`src/surround_obstacle_stop_guard_macros.svh`:
```
// assertion macros for the surround obstacle stop guard
// uses clk and rst of the module that includes it
`ifndef SURROUND_OBSTACLE_STOP_GUARD_MACROS_SVH
`define SURROUND_OBSTACLE_STOP_GUARD_MACROS_SVH

// consequence must hold in the same cycle
`define SOSG_ASSERT_NOW(label, ante, cons, msg) \
  label: assert property (@(posedge clk) disable iff (rst) (ante) |-> (cons)) \
    else $error(msg);

// consequence must hold in the following cycle
`define SOSG_ASSERT_NEXT(label, ante, cons, msg) \
  label: assert property (@(posedge clk) disable iff (rst) (ante) |=> (cons)) \
    else $error(msg);

`endif

```
`src/sosg_pkg.sv`:
```
// shared types and constants of the surround obstacle stop guard
// no dependencies
`default_nettype none

package sosg_pkg;

  localparam int POINT_W  = 20;
  localparam int SPEED_W  = 17;
  localparam int OFFSET_W = 16;
  localparam int DIST_W   = 40;
  localparam int CNT_W    = 8;
  localparam int CFG_IDX_W  = 4;
  localparam int CFG_DATA_W = 16;

  localparam int QUEUE_DEPTH = 4;
  localparam int QUEUE_AW    = $clog2(QUEUE_DEPTH);

  localparam int STOP_ENTRY_TICKS = 1;

  localparam logic [DIST_W-1:0] DIST_ONES = '1;

  localparam logic KIND_POINT = 1'b0;
  localparam logic KIND_TICK  = 1'b1;

  localparam logic [CFG_IDX_W-1:0] REG_FRONT_OFFSET     = 4'd0;
  localparam logic [CFG_IDX_W-1:0] REG_REAR_OFFSET      = 4'd1;
  localparam logic [CFG_IDX_W-1:0] REG_LEFT_OFFSET      = 4'd2;
  localparam logic [CFG_IDX_W-1:0] REG_RIGHT_OFFSET     = 4'd3;
  localparam logic [CFG_IDX_W-1:0] REG_CHECK_DISTANCE   = 4'd4;
  localparam logic [CFG_IDX_W-1:0] REG_RECOVER_DISTANCE = 4'd5;
  localparam logic [CFG_IDX_W-1:0] REG_STOP_SPEED       = 4'd6;
  localparam logic [CFG_IDX_W-1:0] REG_CLEAR_TICKS      = 4'd7;

  typedef enum logic [1:0] {
    CMD_NONE  = 2'd0,
    CMD_LIMIT = 2'd1,
    CMD_CLEAR = 2'd2
  } cmd_t;

  typedef struct packed {
    logic signed [OFFSET_W-1:0] front_offset;
    logic signed [OFFSET_W-1:0] rear_offset;
    logic signed [OFFSET_W-1:0] left_offset;
    logic signed [OFFSET_W-1:0] right_offset;
    logic [OFFSET_W-1:0]        check_distance;
    logic [OFFSET_W-1:0]        recover_distance;
    logic [OFFSET_W-1:0]        stop_speed;
    logic [CNT_W-1:0]           clear_ticks;
  } cfg_t;

  // item handed from the front part to the back part
  typedef struct packed {
    logic                      kind;
    logic [DIST_W-1:0]         dist_sq;
    logic signed [POINT_W-1:0] x;
    logic signed [POINT_W-1:0] y;
    logic signed [SPEED_W-1:0] speed;
  } q_item_t;

  typedef struct packed {
    logic                      stop_active;
    cmd_t                      command;
    logic                      obstacle_found;
    logic [DIST_W-1:0]         nearest_dist_sq;
    logic signed [POINT_W-1:0] nearest_x;
    logic signed [POINT_W-1:0] nearest_y;
  } result_t;

endpackage

`default_nettype wire

```
`src/sosg_front.sv`:
```
// front part: takes items, computes rectangle gaps and the squared distance
// depends on sosg_pkg
`default_nettype none

module sosg_front import sosg_pkg::*; (
  input  wire logic                      clk,
  input  wire logic                      rst,
  input  wire cfg_t                      cfg,
  input  wire logic                      push,
  output logic                           full,
  input  wire logic                      kind,
  input  wire logic signed [POINT_W-1:0] point_x,
  input  wire logic signed [POINT_W-1:0] point_y,
  input  wire logic signed [SPEED_W-1:0] ego_speed,
  output logic                           q_push,
  output q_item_t                        q_item,
  input  wire logic                      q_full
);

  typedef struct packed {
    logic                      kind;
    logic [POINT_W-1:0]        dx;
    logic [POINT_W-1:0]        dy;
    logic signed [POINT_W-1:0] x;
    logic signed [POINT_W-1:0] y;
    logic signed [SPEED_W-1:0] speed;
  } gap_stage_t;

  typedef struct packed {
    logic                      kind;
    logic [DIST_W-1:0]         sq_x;
    logic [DIST_W-1:0]         sq_y;
    logic signed [POINT_W-1:0] x;
    logic signed [POINT_W-1:0] y;
    logic signed [SPEED_W-1:0] speed;
  } sq_stage_t;

  // distance beyond the [lo, hi] interval, zero inside; max gap fits 20 bits
  function automatic logic [POINT_W-1:0] axis_gap(
    input logic signed [POINT_W-1:0]  p,
    input logic signed [OFFSET_W-1:0] hi,
    input logic signed [OFFSET_W-1:0] lo
  );
    logic signed [POINT_W+1:0] a;
    logic signed [POINT_W+1:0] b;
    logic signed [POINT_W+1:0] g;
    a = (POINT_W+2)'(p) - (POINT_W+2)'(hi);
    b = (POINT_W+2)'(lo) - (POINT_W+2)'(p);
    g = '0;
    if (a > g) g = a;
    if (b > g) g = b;
    return g[POINT_W-1:0];
  endfunction

  logic       v1, v2, adv;
  gap_stage_t s1;
  sq_stage_t  s2;
  logic [DIST_W:0] dist_sum;

  assign adv  = !v2 || !q_full;
  assign full = !adv;

  always_ff @(posedge clk) begin
    if (rst) begin
      v1 <= 1'b0;
      v2 <= 1'b0;
    end else if (adv) begin
      v1 <= push;
      v2 <= v1;
    end
  end

  always_ff @(posedge clk) begin
    if (adv) begin
      s1.kind  <= kind;
      s1.dx    <= axis_gap(point_x, cfg.front_offset, cfg.rear_offset);
      s1.dy    <= axis_gap(point_y, cfg.left_offset, cfg.right_offset);
      s1.x     <= point_x;
      s1.y     <= point_y;
      s1.speed <= ego_speed;
      s2.kind  <= s1.kind;
      s2.sq_x  <= DIST_W'(s1.dx) * DIST_W'(s1.dx);
      s2.sq_y  <= DIST_W'(s1.dy) * DIST_W'(s1.dy);
      s2.x     <= s1.x;
      s2.y     <= s1.y;
      s2.speed <= s1.speed;
    end
  end

  // sum saturates at the 40 bit ceiling
  assign dist_sum = {1'b0, s2.sq_x} + {1'b0, s2.sq_y};

  always_comb begin
    q_push         = v2 && !q_full;
    q_item.kind    = s2.kind;
    q_item.dist_sq = dist_sum[DIST_W] ? DIST_ONES : dist_sum[DIST_W-1:0];
    q_item.x       = s2.x;
    q_item.y       = s2.y;
    q_item.speed   = s2.speed;
  end

endmodule

`default_nettype wire

```
`src/sosg_queue.sv`:
```
// short queue between the front and back parts
// depends on sosg_pkg
`default_nettype none

module sosg_queue import sosg_pkg::*; (
  input  wire logic    clk,
  input  wire logic    rst,
  input  wire logic    push,
  input  wire q_item_t push_item,
  output logic         full,
  input  wire logic    pop,
  output q_item_t      head,
  output logic         empty
);

  q_item_t               entries [QUEUE_DEPTH];
  logic [QUEUE_AW-1:0]   wr_ptr, rd_ptr;
  logic [QUEUE_AW:0]     count;
  logic                  do_push, do_pop;

  assign full    = count == (QUEUE_AW+1)'(QUEUE_DEPTH);
  assign empty   = count == '0;
  assign do_push = push && !full;
  assign do_pop  = pop && !empty;
  assign head    = entries[rd_ptr];

  always_ff @(posedge clk) begin
    if (rst) begin
      wr_ptr <= '0;
      rd_ptr <= '0;
      count  <= '0;
    end else begin
      if (do_push) wr_ptr <= wr_ptr + 1'b1;
      if (do_pop) rd_ptr <= rd_ptr + 1'b1;
      if (do_push && !do_pop) begin
        count <= count + 1'b1;
      end else if (do_pop && !do_push) begin
        count <= count - 1'b1;
      end
    end
  end

  always_ff @(posedge clk) begin
    if (do_push) entries[wr_ptr] <= push_item;
  end

endmodule

`default_nettype wire

```
`src/sosg_back.sv`:
```
// back part: window minimum, stopped detector, pass/stop hysteresis, result register
// depends on sosg_pkg and the assertion macro header
`default_nettype none
`include "surround_obstacle_stop_guard_macros.svh"

module sosg_back import sosg_pkg::*; (
  input  wire logic    clk,
  input  wire logic    rst,
  input  wire cfg_t    cfg,
  input  wire logic    q_empty,
  input  wire q_item_t q_head,
  output logic         q_pop,
  output result_t      result,
  output logic         out_valid,
  input  wire logic    pop
);

  typedef enum logic [1:0] {
    ST_PASS = 2'b01,
    ST_STOP = 2'b10
  } state_t;

  function automatic logic [CNT_W-1:0] sat_inc(input logic [CNT_W-1:0] c);
    return (c == '1) ? c : c + 1'b1;
  endfunction

  state_t                    state, state_next;
  logic [DIST_W-1:0]         min_dist;
  logic signed [POINT_W-1:0] near_x, near_y;
  logic [CNT_W-1:0]          ticks_moving, ticks_found;
  logic                      found_seen;
  logic [2*OFFSET_W-1:0]     check_sq, recover_sq;

  logic                      out_ready, take, take_point, take_tick;
  logic [SPEED_W-1:0]        mag;
  logic [CNT_W-1:0]          ticks_moving_next, ticks_found_inc, ticks_found_next;
  logic                      stopped, was_stop, found, required, seen_next;
  cmd_t                      cmd;

  assign out_ready  = !out_valid || pop;
  assign take       = !q_empty && (q_head.kind == KIND_POINT || out_ready);
  assign take_point = take && q_head.kind == KIND_POINT;
  assign take_tick  = take && q_head.kind == KIND_TICK;
  assign q_pop      = take;

  // thresholds squared into registers from the configuration registers
  always_ff @(posedge clk) begin
    check_sq   <= cfg.check_distance * cfg.check_distance;
    recover_sq <= cfg.recover_distance * cfg.recover_distance;
  end

  always_comb begin
    mag = q_head.speed[SPEED_W-1] ? SPEED_W'(-q_head.speed) : SPEED_W'(q_head.speed);
    if (mag > {1'b0, cfg.stop_speed}) begin
      ticks_moving_next = '0;
    end else begin
      ticks_moving_next = sat_inc(ticks_moving);
    end
    stopped         = ticks_moving_next > CNT_W'(STOP_ENTRY_TICKS);
    ticks_found_inc = sat_inc(ticks_found);
    was_stop        = state == ST_STOP;

    unique case (state)
      ST_PASS: found = min_dist < {{(DIST_W-2*OFFSET_W){1'b0}}, check_sq};
      ST_STOP: found = min_dist <= {{(DIST_W-2*OFFSET_W){1'b0}}, recover_sq};
      default: found = 1'b0;
    endcase

    ticks_found_next = ticks_found_inc;
    seen_next        = found_seen;
    required         = 1'b0;
    if (!stopped) begin
      required = 1'b0;
    end else if (found) begin
      seen_next        = 1'b1;
      ticks_found_next = '0;
      required         = 1'b1;
    end else if (!was_stop) begin
      required = 1'b0;
    end else if (found_seen && ticks_found_inc <= cfg.clear_ticks) begin
      required = 1'b1;
    end else begin
      seen_next = 1'b0;
    end

    state_next = state;
    cmd        = CMD_NONE;
    if (!was_stop && required) begin
      state_next = ST_STOP;
      cmd        = CMD_LIMIT;
    end else if (was_stop && !required) begin
      state_next = ST_PASS;
      cmd        = CMD_CLEAR;
    end
  end

  always_ff @(posedge clk) begin
    if (rst) begin
      state        <= ST_PASS;
      min_dist     <= DIST_ONES;
      near_x       <= '0;
      near_y       <= '0;
      ticks_moving <= '0;
      found_seen   <= 1'b0;
      ticks_found  <= '0;
      out_valid    <= 1'b0;
    end else begin
      if (take_tick) begin
        out_valid <= 1'b1;
      end else if (pop) begin
        out_valid <= 1'b0;
      end
      if (take_point && q_head.dist_sq < min_dist) begin
        min_dist <= q_head.dist_sq;
        near_x   <= q_head.x;
        near_y   <= q_head.y;
      end
      if (take_tick) begin
        state        <= state_next;
        ticks_moving <= ticks_moving_next;
        ticks_found  <= ticks_found_next;
        found_seen   <= seen_next;
        min_dist     <= DIST_ONES;
        near_x       <= '0;
        near_y       <= '0;
      end
    end
  end

  always_ff @(posedge clk) begin
    if (take_tick) begin
      result.stop_active     <= state_next == ST_STOP;
      result.command         <= cmd;
      result.obstacle_found  <= found;
      result.nearest_dist_sq <= min_dist;
      result.nearest_x       <= near_x;
      result.nearest_y       <= near_y;
    end
  end

  `SOSG_ASSERT_NEXT(a_limit_enters_stop, take_tick && cmd == CMD_LIMIT, state == ST_STOP,
    "limit command without entering stop")
  `SOSG_ASSERT_NEXT(a_clear_enters_pass, take_tick && cmd == CMD_CLEAR, state == ST_PASS,
    "clear command without returning to pass")
  `SOSG_ASSERT_NEXT(a_window_cleared, take_tick,
    min_dist == DIST_ONES && near_x == '0 && near_y == '0, "window not cleared after tick")
  `SOSG_ASSERT_NOW(a_no_result_overwrite, out_valid && !pop, !take_tick,
    "waiting result overwritten")

endmodule

`default_nettype wire

```
`src/surround_obstacle_stop_guard.sv`:
```
// top level of the surround obstacle stop guard: configuration registers and wiring
// depends on sosg_pkg, sosg_front, sosg_queue and sosg_back
`default_nettype none

// Obstacle points and ticks enter through one queue-like port and are taken one per
// cycle, back to back, while full is low. The front part spends two register stages
// on an item (rectangle gaps, then the two squares) and drops it into a four-entry
// queue; the back part then takes one item per cycle, save a tick behind an unread
// result, folds points into the window minimum and turns each tick into one result.
// The sustained rate is set by the back part's compare-and-update of the window
// minimum. Points give no result. A result waits in an output register while the
// next items keep flowing; only ticks stall behind an unread result. Register writes
// are meant for idle periods only.
module surround_obstacle_stop_guard import sosg_pkg::*; (
  input  wire logic                         clk,
  input  wire logic                         rst,
  input  wire logic                         push,
  output logic                              full,
  input  wire logic                         kind,
  input  wire logic signed [POINT_W-1:0]    point_x,
  input  wire logic signed [POINT_W-1:0]    point_y,
  input  wire logic signed [SPEED_W-1:0]    ego_speed,
  output logic                              empty,
  input  wire logic                         pop,
  output logic                              stop_active,
  output logic [1:0]                        command,
  output logic                              obstacle_found,
  output logic [DIST_W-1:0]                 nearest_dist_sq,
  output logic signed [POINT_W-1:0]         nearest_x,
  output logic signed [POINT_W-1:0]         nearest_y,
  input  wire logic                         cfg_write,
  input  wire logic [CFG_IDX_W-1:0]         cfg_index,
  input  wire logic [CFG_DATA_W-1:0]        cfg_data
);

  cfg_t    cfg;
  logic    q_push, q_full, q_pop, q_empty, out_valid;
  q_item_t q_in, q_head;
  result_t result;

  always_ff @(posedge clk) begin
    if (rst) begin
      cfg.front_offset     <= 16'sd4000;
      cfg.rear_offset      <= -16'sd1000;
      cfg.left_offset      <= 16'sd1000;
      cfg.right_offset     <= -16'sd1000;
      cfg.check_distance   <= 16'd2000;
      cfg.recover_distance <= 16'd2500;
      cfg.stop_speed       <= 16'd100;
      cfg.clear_ticks      <= 8'd20;
    end else if (cfg_write) begin
      unique case (cfg_index)
        REG_FRONT_OFFSET:     cfg.front_offset     <= $signed(cfg_data);
        REG_REAR_OFFSET:      cfg.rear_offset      <= $signed(cfg_data);
        REG_LEFT_OFFSET:      cfg.left_offset      <= $signed(cfg_data);
        REG_RIGHT_OFFSET:     cfg.right_offset     <= $signed(cfg_data);
        REG_CHECK_DISTANCE:   cfg.check_distance   <= cfg_data;
        REG_RECOVER_DISTANCE: cfg.recover_distance <= cfg_data;
        REG_STOP_SPEED:       cfg.stop_speed       <= cfg_data;
        REG_CLEAR_TICKS:      cfg.clear_ticks      <= cfg_data[CNT_W-1:0];
        default: ;
      endcase
    end
  end

  sosg_front u_front (
    .clk       (clk),
    .rst       (rst),
    .cfg       (cfg),
    .push      (push),
    .full      (full),
    .kind      (kind),
    .point_x   (point_x),
    .point_y   (point_y),
    .ego_speed (ego_speed),
    .q_push    (q_push),
    .q_item    (q_in),
    .q_full    (q_full)
  );

  sosg_queue u_queue (
    .clk       (clk),
    .rst       (rst),
    .push      (q_push),
    .push_item (q_in),
    .full      (q_full),
    .pop       (q_pop),
    .head      (q_head),
    .empty     (q_empty)
  );

  sosg_back u_back (
    .clk       (clk),
    .rst       (rst),
    .cfg       (cfg),
    .q_empty   (q_empty),
    .q_head    (q_head),
    .q_pop     (q_pop),
    .result    (result),
    .out_valid (out_valid),
    .pop       (pop)
  );

  assign empty           = !out_valid;
  assign stop_active     = result.stop_active;
  assign command         = result.command;
  assign obstacle_found  = result.obstacle_found;
  assign nearest_dist_sq = result.nearest_dist_sq;
  assign nearest_x       = result.nearest_x;
  assign nearest_y       = result.nearest_y;

endmodule

`default_nettype wire

```
`config.mk`:
```
export PLATFORM = sky130hd
export DESIGN_NAME = surround_obstacle_stop_guard
export DESIGN_NICKNAME = d
export VERILOG_FILES = /design/src/sosg_pkg.sv /design/src/sosg_front.sv /design/src/sosg_queue.sv /design/src/sosg_back.sv /design/src/surround_obstacle_stop_guard.sv
export VERILOG_INCLUDE_DIRS = /design/src /design/src/src
export SDC_FILE = /design/constraint.sdc
export NUM_CORES = 2
export LEC_CHECK = 0
export ABC_AREA = 1
export BUFFER_PORTS_ARGS = -buffer_cell sky130_fd_sc_hd__buf_2
export CORE_MARGIN = 1
export CORE_UTILIZATION = 41
export CTS_CLUSTER_DIAMETER = 120
export DETAILED_ROUTE_END_ITERATION = 8
export PLACE_DENSITY = 0.62
export SYNTH_ARGS = -nofsm -noshare
export SYNTH_HDL_FRONTEND = slang
export SYNTH_SLANG_ARGS = --single-unit
```
`constraint.sdc`:
```
create_clock -name clk -period 24.4 [get_ports clk]
set_clock_uncertainty 0.2 [all_clocks]
set_input_delay 2.44 -clock clk [delete_from_list [all_inputs] [get_ports clk]]
set_output_delay 2.44 -clock clk [all_outputs]
set_load 0.02 [all_outputs]
```
After elaboration in Yosys (flattened, before gate mapping). Memory sizes are Yosys's and may differ from the RTL's. A register that Yosys moved wholly into a read port is not among the register bits. Index checks and enable logic that the tools add are counted.

Input bits: 83. Memories: 1. Latch bits: 0. ROM bits: 0. RAM bits: 392. Output and inout bits: 86. Logic and storage cells: 154. Flip-flop bits (word level): 613.

Memories: u_queue.entries (words 4, bits a word 98, read ports 1, clocked after Yosys merged registers in 1, wr ports 1, line sosg_queue.sv:16) `q_item_t entries [QUEUE_DEPTH];`.

Multiplexer cells: 32. Shift operators: 0. Divide/modulo/power cells: 0. $add $sub $neg: 12. Bitwise operators: 1. Reductions and logical operators: 39. Magnitude comparators: 10. Equal/unequal tests: 14. Multipliers: 4.

Operator list (count): 2-to-1 mux 22 bit (4); multiplier 20 x 20 -> 40 bit (2); multiplier 16 x 16 -> 32 bit (2); > comparator 21 x 22 -> 1 bit (2); > comparator 22 x 1 -> 1 bit, second input constant (2); subtractor 16 x 20 -> 21 bit (2); subtractor 20 x 16 -> 21 bit (2); adder 40 x 40 -> 41 bit (1); less-or-equal comparator 40 x 32 -> 1 bit (1); < comparator 40 x 32 -> 1 bit (1); < comparator 40 bit (1); 2-to-1 mux 20 bit (2); 2-to-1 mux 40 bit (1); 2-to-1 mux 8 bit (5); > comparator 17 x 16 -> 1 bit (1); 2-to-1 mux 17 bit (1); negation 17 bit (1); adder 8 x 1 -> 8 bit, second input constant (2); equality test 4 x 3 -> 1 bit, second input constant (4); equality test 8 bit, second input constant (2); AND reduction 2 bit (8); logical AND 1 bit (12); 2-to-1 mux 1 bit (11); 2-to-1 mux 2 bit (5); other kinds (21) (37).

Longest topological paths before layout.
Depth after elaboration: 13. Depth in mapped cells: 35. Mapped depth without buffers: 33.

Modules after synthesis. A second synthesis with hierarchy kept.

Cell total of the unflattened synthesis: 9818. Area, all modules: 86864.6 um^2.

By module, submodules not included: sosg_front (instances 1, area an instance 40955.5 um^2, cells an instance 5043, seq. area each 7066.8 um^2); sosg_back (instances 1, area an instance 26294.0 um^2, cells an instance 3099, seq. area each 5765.5 um^2); sosg_queue (instances 1, area an instance 15000.6 um^2, cells an instance 1018, seq. area each 11951.5 um^2); surround_obstacle_stop_guard (instances 1, area an instance 4614.4 um^2, cells an instance 658, seq. area each 2402.3 um^2).

Least setup slack after synthesis. No wires, ideal clock.

Kind: register -> output. Start point: register u_queue.count[1]. End point: output full. Arrival time: 9.367 ns. Stages on the path, launching flop included: 4. Path slack: 12.393 ns. Buffers on the path: 0. Required time: 21.760 ns. Cell sequence: dfxtp_1 -> inv_1 -> nand4_1 -> inv_1.

Word-level cells in the longest chain between the ends: 4.

RTL lines: start: declaration (line sosg_queue.sv:18) `logic [QUEUE_AW:0] count;`; start signal: assignment (line sosg_queue.sv:36) `count <= count + 1'b1;`; start signal: assignment (line sosg_queue.sv:38) `count <= count - 1'b1;`; equality test 3 bit (line sosg_queue.sv:21) `assign full = count == (QUEUE_AW+1)'(QUEUE_DEPTH);`; logical NOT 1 bit (line sosg_front.sv:60) `assign adv = !v2 || !q_full;`; logical OR 1 bit (line sosg_front.sv:60); logical NOT 1 bit (line sosg_front.sv:61) `assign full = !adv;`; end: declaration (line surround_obstacle_stop_guard.sv:18) `output logic full,`.

Every way passes these cells.

Worst setup path after layout.
Start point: input point_y[0]. End point: register u_front.s1[75] (netlist name), data pin.

Word-level cells in the longest chain between the ends: 6. Elaborated cells between the ends (all ways): 7. Those cells by class: add/sub: 2; order compare: 2; mux: 3.

RTL lines: start: declaration (line surround_obstacle_stop_guard.sv:21) `input wire logic signed [POINT_W-1:0] point_y,`; subtractor 20 x 16 -> 21 bit (line sosg_front.sv:47) `a = (POINT_W+2)'(p) - (POINT_W+2)'(hi);`; > comparator 22 x 1 -> 1 bit (line sosg_front.sv:50) `if (a > g) g = a;`; 2-to-1 mux 22 bit (line sosg_front.sv:50); 2-to-1 mux 22 bit (line sosg_front.sv:74) `if (adv) begin`; > comparator 21 x 22 -> 1 bit (line sosg_front.sv:51) `if (b > g) g = b;`; 2-to-1 mux 20 bit (*) (line sosg_front.sv:51); end: declaration (line sosg_front.sv:56) `gap_stage_t s1;`.

Mark *: on every way between the ends. The rest lies on a longest branch, timed or not. The select of a mux whose other input is x is not followed. A chain may end at the register's enable or synchronous reset.

==> out/metrics.yaml <==
routing:
  wl_per_cell_um: 18.7
  drt_iter0_drc: 4175
  drc: 0
  via_per_inst: 5.09
  postRouteWirelength_um: 220000
  vias: 59800
  antenna_left: 0
  drtPass1Iterations: 7
hold_path:
  hold_path_class: "reg -> reg"
logic_synthesis:
  synth_edf_count: 710
  syn_nets: 10700
  async_flop_share_pct: 0
  synth_top_flop_cell: "edfxtp_1"
  synth_mux_area_share_pct: 0
  syn_avg_cell_area_um2: 9.31
  synth_top_family_by_area: "adder cells"
  yosys.area_share.simple_pct: 11.8
  synth-compound-area-share_pct: 8.50
  postSynthRegisterBits: 1003
  ys_types: 60
  syn_area_um2: 83300
  yosysSeqAreaShare_pct: 32.6
  syn_inst: 8942
  ys.warnings.count: 0
  synth_xor_area_share_pct: 3.12
  synthAdderAreaFrac_pct: 33.4
clock_network:
  htree_levels: 3
  cts_resized: 0
  cts_buffer_depth: 3
  cts.sinks: 1003
  path_clk_slew_ps: 60
  cts_post_setup_buffers_inserted: 0
  tritoncts: "built"
  clock_latency_ps: 770
  numCtsBuffers: 102
  cts_root_buffer: "clkbuf_16"
  hold_buffers: 0
run:
  maxCapViolCount: 0
global_routing:
  grt_usage_pct: 21.6
  grt_overflow: 0
  grt_pass1_vias: 61600
  grt_max_degree: 83
  grt_pass1_wl_um: 345000
  antenna_found_initial: 8
cells_and_area:
  area_delta_synth_final_pct: 8.35
  final_cell_mix: "inv_1, nand2_1, fa_1"
  final_common_cell: "inv_1"
  drive_gt1_share_pct: 5.21
  fin_nets: 10700
floorplanning:
  die_area_um2: 205000
  row_count: 165
  start_util_pct: 41.2
  core_area_um2: 202000
  die_w_um: 453
  dieHeight_um: 453
  io_pins: 169
setup_path:
  rrSetupSlack_ps: 16730
  critPathMostFrequentCell: "o21ai_0"
  max_stage_delay_ps: 720
  cp.required_ps: 24630
  crit_slowest_cell: "inv_1"
  crit_family: "simple AND/OR/NAND/NOR gates"
  endpoint_kind: "register"
  crit_path_start_kind: "primary input"
  cp.buffers_inverters: 5
  path_class: "in -> reg"
  cp_data_arrival_time_ps: 8030
  worstPathMaxFanout: 22
timing:
  grt_setup_unrepaired: "no"
  slew_violations: 0
  fmax_mhz: 128
  worstMarginPinSlew_ps: 1220
  layout_min_cycle_time_ps: 7800
  tns_ps: 0
  finalSetupViolCount: 0
  slew-limit-headroom_pct: 18.5
  finalHoldViolations: 0
  fin_crit_sh_pct: 32.0
place:
  gp_congestion: 0.922
  port-buffer-count: 168
  hpwl_um: 169000
outcome:
  outcome: "complete, no violations"
[per-layer routing]
layer,vias up,wire length [µm],track usage [%]
li1,28500,-,-
met1,29500,93500,27.7
met2,1475,108000,37.7
met3,326,9830,2.04
met4,0,8330,8.00
met5,-,0,0
[Yosys cell counts (19+ instances only)]
master       n  area [µm²]
nand4_1    122         763
o21ai_1     20         100
inv_1     1993        7480
dfxtp_1    293        5870
nor2_1     474        1780
o21bai_1    24         180
ha_1       797        9970
buf_2       36         180
edfxtp_1   710       21300
xor2_1     192        1680
buf_1       27         101
a31oi_1     48         300
a21o_1      23         173
nor3_1      49         245
or2_2       23         144
a21oi_1    490        2450
o21ai_0    465        2330
o21a_1      19         143
clkbuf_1   226         848
fa_1       893       17900
xnor2_1    103         902
nand3_1    217        1090
o22ai_1     82         513
o211ai_1    23         173
nand2_1   1433        5380
[registers in the layout (all words and copies together), names as in the netlist, 8 cells and up, named ones only]
register             cells
u_queue.entries        392
cfg                    120
u_front.s1              98
u_back.result           84
u_front.s2              78
u_front.q_item          58
u_back.min_dist         40
u_back.check_sq         31
u_back.recover_sq       31
u_back.near_x           20
u_back.near_y           20
u_back.ticks_found       8
u_back.ticks_moving      8
[per-stage QoR]
step                      worst slack [ps]  utilization, %  cell area, µm²  instances  hold slack [ps]
after floorplan                      12390               -           83300       8942              129
after global placement               15950            42.9           86700      11500              201
after detailed placement             15940            42.9           86700      11500              205
after CTS                            16730            44.7           90200      11700              219
after global routing                 15960            44.7           90200      11700              223
final                                16600            44.7           90200      11700              219
[cell families after synthesis]
logic type	after synthesis
AO/OA/AOI/OAI	1277
buffers and inverters	2302
XOR/XNOR	296
flip-flops	1003
AND/OR/NAND/NOR	2374
adder cells (fa/ha/maj)	1690
[worst reg2reg max path, delay by kind of cell (launching register included)]
kind / cells / cell delay (ps)
flip-flops: 1 / 1130
adder cells (fa/ha/maj): 8 / 3930
XOR/XNOR: 1 / 70
buffers and inverters: 4 / 220
AO/OA/AOI/OAI: 2 / 600
AND/OR/NAND/NOR: 9 / 1240
[path summary, 6_finish.rpt]
| check | from | to | cells after the start |
|---|---|---|---|
| setup reg to reg | u_front.s1[87]$_DFFE_PN_ | u_front.s2[136]$_DFFE_PN_ | 24 |
| hold reg to reg | u_front.s1[55]$_DFFE_PN_ | u_front.q_item[55]$_DFFE_PN_ | 0 |
| hold / removal | u_front.s1[55]$_DFFE_PN_ | u_front.q_item[55]$_DFFE_PN_ | 0 |
| setup / recovery | point_y[0] | u_front.s1[75]$_DFFE_PN_ | 27 |
[layout make-up]
class	instances	area (µm²)
multi-input cells	5637	47400
clock inverters	59	688
fillers	19200	112000
well taps	2672	3340
repair buffers	220	1230
inverters	2003	7530
flip-flops and latches	1003	27200
diodes	3	7.51
clock buffers	135	2830
Power is not shown: default switching activity piles up to over one toggle a cycle in this logic, so the estimate is an artifact.
